### config.mk
export PLATFORM = sky130hd
export DESIGN_NAME = cpmt_ctrl
export DESIGN_NICKNAME = d
export VERILOG_FILES = /design/src/rtl/cpmt_pkg.sv /design/src/rtl/cpmt_ctrl.sv
export SDC_FILE = /design/constraint.sdc
export NUM_CORES = 1
export LEC_CHECK = 0
export BUFFER_PORTS_ARGS = -buffer_cell sky130_fd_sc_hd__buf_4
export CAP_MARGIN = 20
export CORE_MARGIN = 2
export CORE_UTILIZATION = 43
export DETAILED_ROUTE_END_ITERATION = 12
export PLACE_DENSITY = 0.69
export SETUP_SLACK_MARGIN = 0.05
export SLEW_MARGIN = 20
export SYNTH_ARGS = -nofsm -noshare
export SYNTH_HDL_FRONTEND = slang
export SYNTH_SLANG_ARGS = --single-unit
export TNS_END_PERCENT = 30
### constraint.sdc
create_clock -name clk -period 2.6 [get_ports clk]
set_input_delay 0.13 -clock clk [delete_from_list [all_inputs] [get_ports clk]]
set_output_delay 0.13 -clock clk [all_outputs]
set_load 0.1 [all_outputs]
### src/rtl/cpmt_pkg.sv
// Shared constants, types and helper functions of the convex polygon triangulation block.
`default_nettype none
package cpmt_pkg;
	localparam int MAX_VERTICES = 32;
	localparam int FRAC_BITS = 8;
	localparam int IDX_W = $clog2(MAX_VERTICES);
	localparam int CNT_W = IDX_W + 1;
	localparam int COORD_W = 16;
	localparam int CHORD_W = 26;
	localparam int COST_W = 32;
	localparam int END_W = 6;
	localparam int SPLIT_W = 6;
	localparam int MAX_DIAG = MAX_VERTICES - 3;
	localparam int STACK_DEPTH = 2 * MAX_VERTICES;
	localparam int STK_AW = $clog2(STACK_DEPTH);
	localparam int SP_W = STK_AW + 1;
	localparam int SQ_W = 2 * COORD_W + 2;
	localparam int ROOT_STEPS = SQ_W / 2 + FRAC_BITS;
	localparam int SH_W = SQ_W + 2 * FRAC_BITS;
	localparam int ROOT_W = ROOT_STEPS;
	localparam int REM_W = ROOT_W + 1;
	localparam int STEP_W = $clog2(ROOT_STEPS);

	typedef enum logic [4:0] {
		OP_NOP,
		OP_LOAD,
		OP_NONE,
		OP_CH_SQ,
		OP_CH_RT,
		OP_CH_WR,
		OP_DI,
		OP_DP_ST,
		OP_DP_AC,
		OP_DP_WR,
		OP_PK_AC,
		OP_TOP,
		OP_TOP2,
		OP_POP,
		OP_CHK,
		OP_SPL,
		OP_PSH2,
		OP_FIN
	} op_t;

	typedef struct packed {
		op_t op;
	} cmd_t;

	typedef struct packed {
		logic start;
		logic few;
		logic root_last;
		logic ch_last;
		logic i_last;
		logic k_end;
		logic dp_last;
		logic pk_last;
		logic top_go;
		logic skip;
		logic chk_go;
		logic stk_empty;
		logic fin_go;
		logic none_go;
	} stat_t;

	typedef struct packed {
		logic [IDX_W-1:0] a;
		logic [IDX_W-1:0] b;
		logic             emit;
	} stk_entry_t;

	// (x + 1) mod n for x below n
	function automatic logic [IDX_W-1:0] inc_mod(input logic [IDX_W-1:0] x,
		input logic [CNT_W-1:0] n);
		logic [CNT_W-1:0] s;
		s = {1'b0, x} + CNT_W'(1);
		return (s == n) ? '0 : s[IDX_W-1:0];
	endfunction

	// (x + d) mod n for x below n and d below n
	function automatic logic [IDX_W-1:0] add_mod(input logic [IDX_W-1:0] x,
		input logic [CNT_W-1:0] d, input logic [CNT_W-1:0] n);
		logic [CNT_W:0] s;
		logic [CNT_W:0] r;
		s = {2'b00, x} + {1'b0, d};
		r = (s >= {1'b0, n}) ? (s - {1'b0, n}) : s;
		return r[IDX_W-1:0];
	endfunction
endpackage
`default_nettype wire

### src/rtl/cpmt_ctrl.sv
// Controller: sequences loading, chord table, interval fill, pair search and split walk.
`default_nettype none
module cpmt_ctrl
	import cpmt_pkg::*;
(
	input  wire logic  clk,
	input  wire logic  arst_n,
	input  wire stat_t stat,
	output cmd_t       cmd
);
	typedef enum logic [20:0] {
		S_LOAD  = 21'd1 << 0,
		S_NONE  = 21'd1 << 1,
		S_CH_RD = 21'd1 << 2,
		S_CH_SQ = 21'd1 << 3,
		S_CH_RT = 21'd1 << 4,
		S_CH_WR = 21'd1 << 5,
		S_DI    = 21'd1 << 6,
		S_DP_ST = 21'd1 << 7,
		S_DP_RD = 21'd1 << 8,
		S_DP_AC = 21'd1 << 9,
		S_DP_WR = 21'd1 << 10,
		S_PK_RD = 21'd1 << 11,
		S_PK_AC = 21'd1 << 12,
		S_TOP   = 21'd1 << 13,
		S_TOP2  = 21'd1 << 14,
		S_POP   = 21'd1 << 15,
		S_CHK   = 21'd1 << 16,
		S_SPA   = 21'd1 << 17,
		S_SPL   = 21'd1 << 18,
		S_PSH2  = 21'd1 << 19,
		S_FIN   = 21'd1 << 20
	} state_t;

	state_t state_q, state_d;

	always_ff @(posedge clk or negedge arst_n) begin
		if (!arst_n)
			state_q <= S_LOAD;
		else
			state_q <= state_d;
	end

	always_comb begin
		state_d = state_q;
		cmd.op = OP_NOP;
		unique case (state_q)
			S_LOAD: begin
				cmd.op = OP_LOAD;
				if (stat.start)
					state_d = stat.few ? S_NONE : S_CH_RD;
			end
			S_NONE: begin
				cmd.op = OP_NONE;
				if (stat.none_go)
					state_d = S_LOAD;
			end
			S_CH_RD: state_d = S_CH_SQ;
			S_CH_SQ: begin
				cmd.op = OP_CH_SQ;
				state_d = S_CH_RT;
			end
			S_CH_RT: begin
				cmd.op = OP_CH_RT;
				if (stat.root_last)
					state_d = S_CH_WR;
			end
			S_CH_WR: begin
				cmd.op = OP_CH_WR;
				state_d = stat.ch_last ? S_DI : S_CH_RD;
			end
			S_DI: begin
				cmd.op = OP_DI;
				if (stat.i_last)
					state_d = S_DP_ST;
			end
			S_DP_ST: begin
				cmd.op = OP_DP_ST;
				state_d = S_DP_RD;
			end
			S_DP_RD: state_d = S_DP_AC;
			S_DP_AC: begin
				cmd.op = OP_DP_AC;
				state_d = stat.k_end ? S_DP_WR : S_DP_RD;
			end
			S_DP_WR: begin
				cmd.op = OP_DP_WR;
				state_d = stat.dp_last ? S_PK_RD : S_DP_ST;
			end
			S_PK_RD: state_d = S_PK_AC;
			S_PK_AC: begin
				cmd.op = OP_PK_AC;
				state_d = stat.pk_last ? S_TOP : S_PK_RD;
			end
			S_TOP: begin
				cmd.op = OP_TOP;
				if (stat.top_go)
					state_d = S_TOP2;
			end
			S_TOP2: begin
				cmd.op = OP_TOP2;
				state_d = S_POP;
			end
			S_POP: begin
				cmd.op = OP_POP;
				state_d = S_CHK;
			end
			S_CHK: begin
				cmd.op = OP_CHK;
				if (stat.skip)
					state_d = stat.stk_empty ? S_FIN : S_POP;
				else if (stat.chk_go)
					state_d = S_SPA;
			end
			S_SPA: state_d = S_SPL;
			S_SPL: begin
				cmd.op = OP_SPL;
				state_d = S_PSH2;
			end
			S_PSH2: begin
				cmd.op = OP_PSH2;
				state_d = S_POP;
			end
			S_FIN: begin
				cmd.op = OP_FIN;
				if (stat.fin_go)
					state_d = S_LOAD;
			end
			default: state_d = S_LOAD;
		endcase
	end
endmodule
`default_nettype wire

==> summary.md, run 1 <==
| Metric | Value |
|---|---|
| Util after Layout | 59.7% |
| Regs by FF count | state_q: 21 flops |
| Post-synthesis sequential element count | 21 |
| Commonest cells after routing, fill and taps aside | buf_4, nor2_1, nand2_1, dfrtp_1, inv_1 |
| Worst Hold Class | input port to register |
| Unrepaired setup endpoints after global routing | yes |
| Worst setup EP type | output pin |
| Clock sinks | 21 |
| WS Path Type | register to output pin |
| P per Cell Area | 788 mW/mm2 |
| Synth warnings | 0 |
| Tot GR Track Use | 22.1% |
| DR vias | 1540 |
| Setup TNS Final | 0 ns |
| Row cnt | 21 |
| Clk pin slew, worst setup/hold paths | 0.14 ns |
| Largest reg by FF count | state_q |
| CTS Root Cell | clkbuf_4 |
| Routed WL per cell | 16.3 um |
| Area Overhead vs Synth | 32.6% |
| Gpl congestion | 0.932 |
| Fillers | 299 |
| Post-Syn Nets | 186 |
| Total congestion overflow | 0 |
| # IOs | 21 |
| Most common cell after layout, fill and taps aside | buf_4 |
| VDD IR max | between 0.3 and 0.4 mV |
| Final Skew | 0.00937 ns |
| Post-synthesis instance area | 0.00151 mm2 |
| Die area | 0.00401 mm2 |
| WP data arrival | 2.39 ns |
| Port Buf Inserts | 20 |
| Initial DRC Count | 115 |
| # Max-Cap Violations | 0 |
| Total leakage power | 0.950 nW |
| DR vias/cell | 5.86 |
| Syn Area/Cell | 8.91 um2 |
| Fin cells | 263 |
| Die Height | between 60 and 70 um |
| Core area | 0.00336 mm2 |
| Initial antenna violation count | 0 |
| Worst-skew pair later-pin latency | 0.33 ns |
| Final Hold Vio Count | 0 |
| Register area share after synthesis | 34.8% |
| H-tree Lvls | 1 |
| Number of antenna diodes | 0 |
| Max reg flops | 21 |
| Post-route DRC violation count | 0 |
| TritonCTS buffer count | 3 |
| Tmin final | 2.52 ns |
| Pins Over Slew Limit | 0 |
| CTS Buffer Depth | 2 |
| Crit path max fanout | 6 |
| Drt pass-1 iters | 4 |
| Total power | 1.58 mW |
| Endpoints failing setup | 0 |
| Final worst path period share | 96.8% |
| Critical Path Source Type | register |
| Antenna-violating nets left | 0 |
| Final WL | 4.29 mm |
| Die X | 63.3 um |
| Share of cells above drive strength 1 | 33.2% |
| Netlist cell types | 41 |
| Cell Count Post-Placement | 233 |
| Status | complete, no violations |
| Fin nets | 234 |
| Peak Freq | 0.397 GHz |
| HPWL after DPL | 2.96 mm |
| Measured slew at the worst slew-check pin | 0.489 ns |
| Setup WS pre-CTS | 0.236 ns |
| Setup slack after layout | approximately 0.082 ns |
| Vias in the first global route | 1418 |
| First-pass GRT wire length | 7.02 mm |
| Initial Utilization | ~45% |
| Slew HR | between 60% and 70% |
| TritonCTS clock tree | done |
| Cells after Synth | 170 |
| Largest net degree at the start of global routing | 22 |
| Critical path required time | roughly 2.5 ns |
## worst max-delay path, stage by stage, from the launching register on
cell and delay (ns):
dfrtp_1 0.46, nor2_1 0.39, nand4_2 0.22, buf_4 0.19, nor3_1 0.29, or3_1 0.21, buf_4 0.30
## power breakdown
part	switching [mW]	total [mW]	internal [mW]	leakage [nW]
sequential	0.0405	0.402	0.361	0.279
clock	0.120	0.179	0.0590	0.0139
combinational	0.568	1.00	0.434	0.657
## cells by family after synthesis
group	after synthesis	share of synthesized area (%)
AND/OR/NAND/NOR	106	45.2
AO/OA/AOI/OAI	22	11.4
flip-flops	21	34.8
buffers and inverters	14	4.55
XOR/XNOR	7	4.05
## final cells by class
type	instances	area, um2	area share (%)
Timing Repair Buffer	49	410	20.4
Multi-Input combinational cell	135	946	47.1
Tap cell	46	57.6	2.87
Sequential cell	21	534	26.6
Clock buffer	3	22.5	1.12
Inverter	8	30.0	1.50
Clock inverter	1	7.51	0.374
## final timing paths
path                       cells past startpoint                       to  slack (ns)               startpoint
max                                            6                   cmd[3]        0.08  state_q[20]$_DFFE_PN0P_
min                                            3  state_q[13]$_DFFE_PN0P_        0.03                  stat[6]
max reg2reg                                    8  state_q[17]$_DFFE_PN0P_        0.37  state_q[13]$_DFFE_PN0P_
min reg2reg                                    2   state_q[3]$_DFFE_PN0P_        0.63   state_q[3]$_DFFE_PN0P_
max in group asynchronous                      2   state_q[0]$_DFFE_PN1P_        2.11                   arst_n
min in group asynchronous                      2   state_q[6]$_DFFE_PN0P_        0.20                   arst_n
## cells in the mapped netlist, drive strengths merged
cell type   n  area share (%)
a31o        1            0.58
o32ai       3             2.2
nand2b      2            0.83
a41oi       1             1.1
nor3b       6             3.0
o32a        1            0.66
nor4        7             7.9
nand3       8             2.6
and4b       3             2.0
xor2        4             2.3
o22a        1            0.58
nand4b      8             5.0
nand4       8             4.1
inv         8             2.0
buf         5             2.2
a21oi       3            0.99
nand2      19             4.7
o22ai       3             1.2
xnor2       3             1.7
o21a        1            0.50
or4         3             1.5
dfrtp      20              33
nor2       26             6.6
nand3b      3             1.5
o41ai       1            0.58
nor3        8             3.4
or3         3             1.2
a311o       1            0.66
dfstp       1             1.7
o21ai       4             1.3
nor2b       2            0.83
clkbuf      1            0.33
o211ai      2            0.99
## metrics by stage
stage | cell area [um2] | hold WS (ns)
finish | 2010 | 0.0329
detailed placement | 1710 | 0.0359
global placement | 1710 | 0.0326
global route | 2010 | 0.0360
floorplan | 1510 | -0.166
CTS | 1880 | 0.00966
## layer usage
layer,share of wire [%],vias up,global-route usage [%]
met5,0,-,0
met4,2.4,0,8.42
met3,6.1,11,2.32
met2,49,68,37.0
met1,42,732,29.3
li1,-,729,-
## what timing repair did
| action | in CTS | in global routing |
|---|---|---|
| pin swaps | 7 | 8 |
| hold endpoints to repair | 25 | 2 |
| hold buffers | 5 | 2 |
| gates resized for setup | 8 | 12 |
| setup buffers | 9 | 10 |
| endpoints found under the setup margin | 2 | 4 |
Note: power is estimated with default switching activity, not from simulation.
==> run 2: changes to the inputs <==
clock period = 3.2 ns   (was 2.6 ns; I/O delays follow)
==> summary.md, run 2 (same netlist as run 1, synthesis figures left out) <==
| Metric | Value |
|---|---|
| Status | complete, no violations |
| Largest reg by FF count | state_q |
| Most common cell after layout, fill and taps aside | nor2_1 |
| VDD IR max | 0.290 mV (-24%) |
| DR vias | 1444 (-6.2%) |
| CTS Buffer Depth | 2 (unchanged) |
| NetSw | 0.518 mW (-29%) |
| DP Area | 0.00168 mm2 (-1.3%) |
| Endpoints failing setup | 0 (unchanged) |
| Clock network fraction of total power | 12.8% (+1.5 points) |
| First-pass GRT wire length | 6.76 mm (-3.6%) |
| Port Buf Inserts | 20 (unchanged) |
| # Max-Cap Violations | 0 (unchanged) |
| Setup slack after layout | 0.252 ns (+0.170 ns) |
| Max reg flops | 21 (unchanged) |
| Row cnt | 21 (unchanged) |
| Total power | 1.02 mW (-35%) |
| Switching Fraction | 50.5% (+4.5 points) |
| Metal3 WL | 194 um (-26%) |
| Die Height | 63.3 um (unchanged) |
| Critical Path Source Type | register |
| # IOs | 21 (unchanged) |
| Antenna-violating nets left | 0 (unchanged) |
| Pins Over Slew Limit | 0 (unchanged) |
| Worst Hold Class | input port to register |
| Area Overhead vs Synth | 14.3% |
| Share of cells above drive strength 1 | 19.5% (-14 points) |
| M1 wire length | 1.78 mm (-1.5%) |
| Critical path's slowest cell | or4_1 |
| H-tree Lvls | 1 (unchanged) |
| Tot GR Track Use | 21.5% (-0.63 points) |
| Crit path max fanout | 13 (+7) |
| Post-CTS Setup Inserts | 0 (-9) |
| Final worst path period share | 92.1% |
| Worst-skew pair later-pin latency | 0.31 ns (-0.02 ns) |
| Drt pass-1 iters | 4 (unchanged) |
| Clock sinks | 21 (unchanged) |
| Slew HR | 63.6% (-3.5 points) |
| Most used cell, CP | or4_1 |
| Routed WL per cell | 16.8 um (+3.0%) |
| Initial Utilization | 45.0% (unchanged) |
| Gpl congestion | 0.916 (-1.7%) |
| Multi-input gate area | 918 um2 (-2.9%) |
| Worst setup EP type | output pin |
| Number of antenna diodes | 0 (unchanged) |
| TritonCTS buffer count | 3 (unchanged) |
| Sequential Power Share | 32.8% (+7.4 points) |
| Core area | 0.00336 mm2 (unchanged) |
| Clk pin slew, worst setup/hold paths | 0.13 ns (about the same) |
| Fillers | 344 (+15%) |
| Worst Reg2Reg Path Length in Cells | 6 (-2) |
| Final Hold Vio Count | 0 (unchanged) |
| Critical path required time | 3.04 ns (+0.57 ns) |
| Post-CTS Resized | 0 (-8) |
| Tmin final | 2.95 ns |
| Unrepaired setup endpoints after global routing | no |
| WP data arrival | 2.79 ns (+0.40 ns) |
| Combinational share of power | 54.4% (-8.9 points) |
| Power Internal | 0.507 mW (-41%) |
| Hold depth | 2 (-1) |
| Slowest cell delay on critical path | 0.62 ns (+0.16 ns) |
| Fin nets | 207 (-12%) |
| HPWL after DPL | 3.12 mm (+5.3%) |
| Largest net degree at the start of global routing | 22 (unchanged) |
| Total leakage power | 0.834 nW (-12%) |
| Setup TNS Final | 0 ns (unchanged) |
| Final WL | 3.97 mm (-7.6%) |
| Vias in the first global route | 1392 (-1.8%) |
| Final Skew | 0.0149 ns (+0.00551 ns) |
| WS Path Type | register to output pin |
| CTS Hold Buffers Added | 1 (-4) |
| Cells along the critical path | nor4_4 -> nand4_2 -> or4_1 -> o41ai_1 -> or4_1 -> buf_4 |
| Peak Freq | 0.339 GHz |
| Highest metal used | met4 |
| Die X | 63.3 um (unchanged) |
| Regs by FF count | state_q: 21 flops |
| Total congestion overflow | 0 (unchanged) |
| Commonest cells after routing, fill and taps aside | nor2_1, buf_4, dfrtp_1, nand2_1 |
| Fin area | 0.00173 mm2 (-14%) |
| Initial antenna violation count | 0 (unchanged) |
| Initial DRC Count | 117 (+1.7%) |
| Setup WS pre-CTS | 0.640 ns (+0.404 ns) |
| TritonCTS clock tree | done |
| Register area | 527 um2 (-1.4%) |
| DR vias/cell | 6.12 (+4.5%) |
| Die area | 0.00401 mm2 (unchanged) |
| P per Cell Area | 592 mW/mm2 (-25%) |
| Post-route DRC violation count | 0 (unchanged) |
| Util after Layout | 51.5% (-8.3 points) |
| Met2 WL | 1.95 mm (-7.8%) |
| CTS Root Cell | clkbuf_4 |
| Measured slew at the worst slew-check pin | 0.542 ns (+0.0528 ns) |
run 2: cell types whose count changed in the layout (fill, tap and decap cells not counted), sizes merged:
cell	change
clkinv	+1
clkinvlp	-1
dlygate4sd3	-5
buf	-22
run 2: critical path: cells and delay by family, from the launching register on:
kind,cells,cell delay [ns]
AOI/OAI and AO/OA,1,0.10
buffers and inverters,1,0.29
DFF,1,0.50
and+or+nand+nor,4,1.59
run 2: final cells by class:
class,count,share of cell area [%]
flip-flops and latches,21,30.4
multi-input cells,135,53.1
well taps,46,3.33
clock inverters,1,0.289
repair buffers,22,9.83
clock buffers,3,1.30
inverters,8,1.74
run 2: power groups by stage:
stage               Clock [mW]  Sequential [mW]  Combinational (mW)
floorplan                    0            0.326               0.453
global placement             0            0.334               0.541
detailed placement           0            0.339               0.550
CTS                      0.136            0.334               0.552
global route             0.147            0.339               0.601
finish                   0.131            0.336               0.557
run 2: per-stage QoR:
stage / hold WS [ns] / cells
after floorplan: -0.136 / 170
after global placement: 0.0613 / 230
after detailed placement: 0.0644 / 230
after CTS: 0.00911 / 235
after global routing: 0.00353 / 236
final: 0.0135 / 236
run 2: routing by layer:
| metal | vias up | global-route usage [%] |
|---|---|---|
| li1 | 678 | - |
| met1 | 706 | 29.2 |
| met2 | 56 | 35.4 |
| met3 | 4 | 3.21 |
| met4 | 0 | 6.25 |
| met5 | - | 0 |
run 2: worst paths after layout:
kind	from	to	slack, ns
max	state_q[5]$_DFFE_PN0P_	cmd[0]	0.25
max in group asynchronous	arst_n	state_q[0]$_DFFE_PN1P_	2.66
min reg2reg	state_q[3]$_DFFE_PN0P_	state_q[3]$_DFFE_PN0P_	0.64
max reg2reg	state_q[5]$_DFFE_PN0P_	state_q[17]$_DFFE_PN0P_	0.92
min in group asynchronous	arst_n	state_q[6]$_DFFE_PN0P_	0.24
min	stat[9]	state_q[6]$_DFFE_PN0P_	0.01
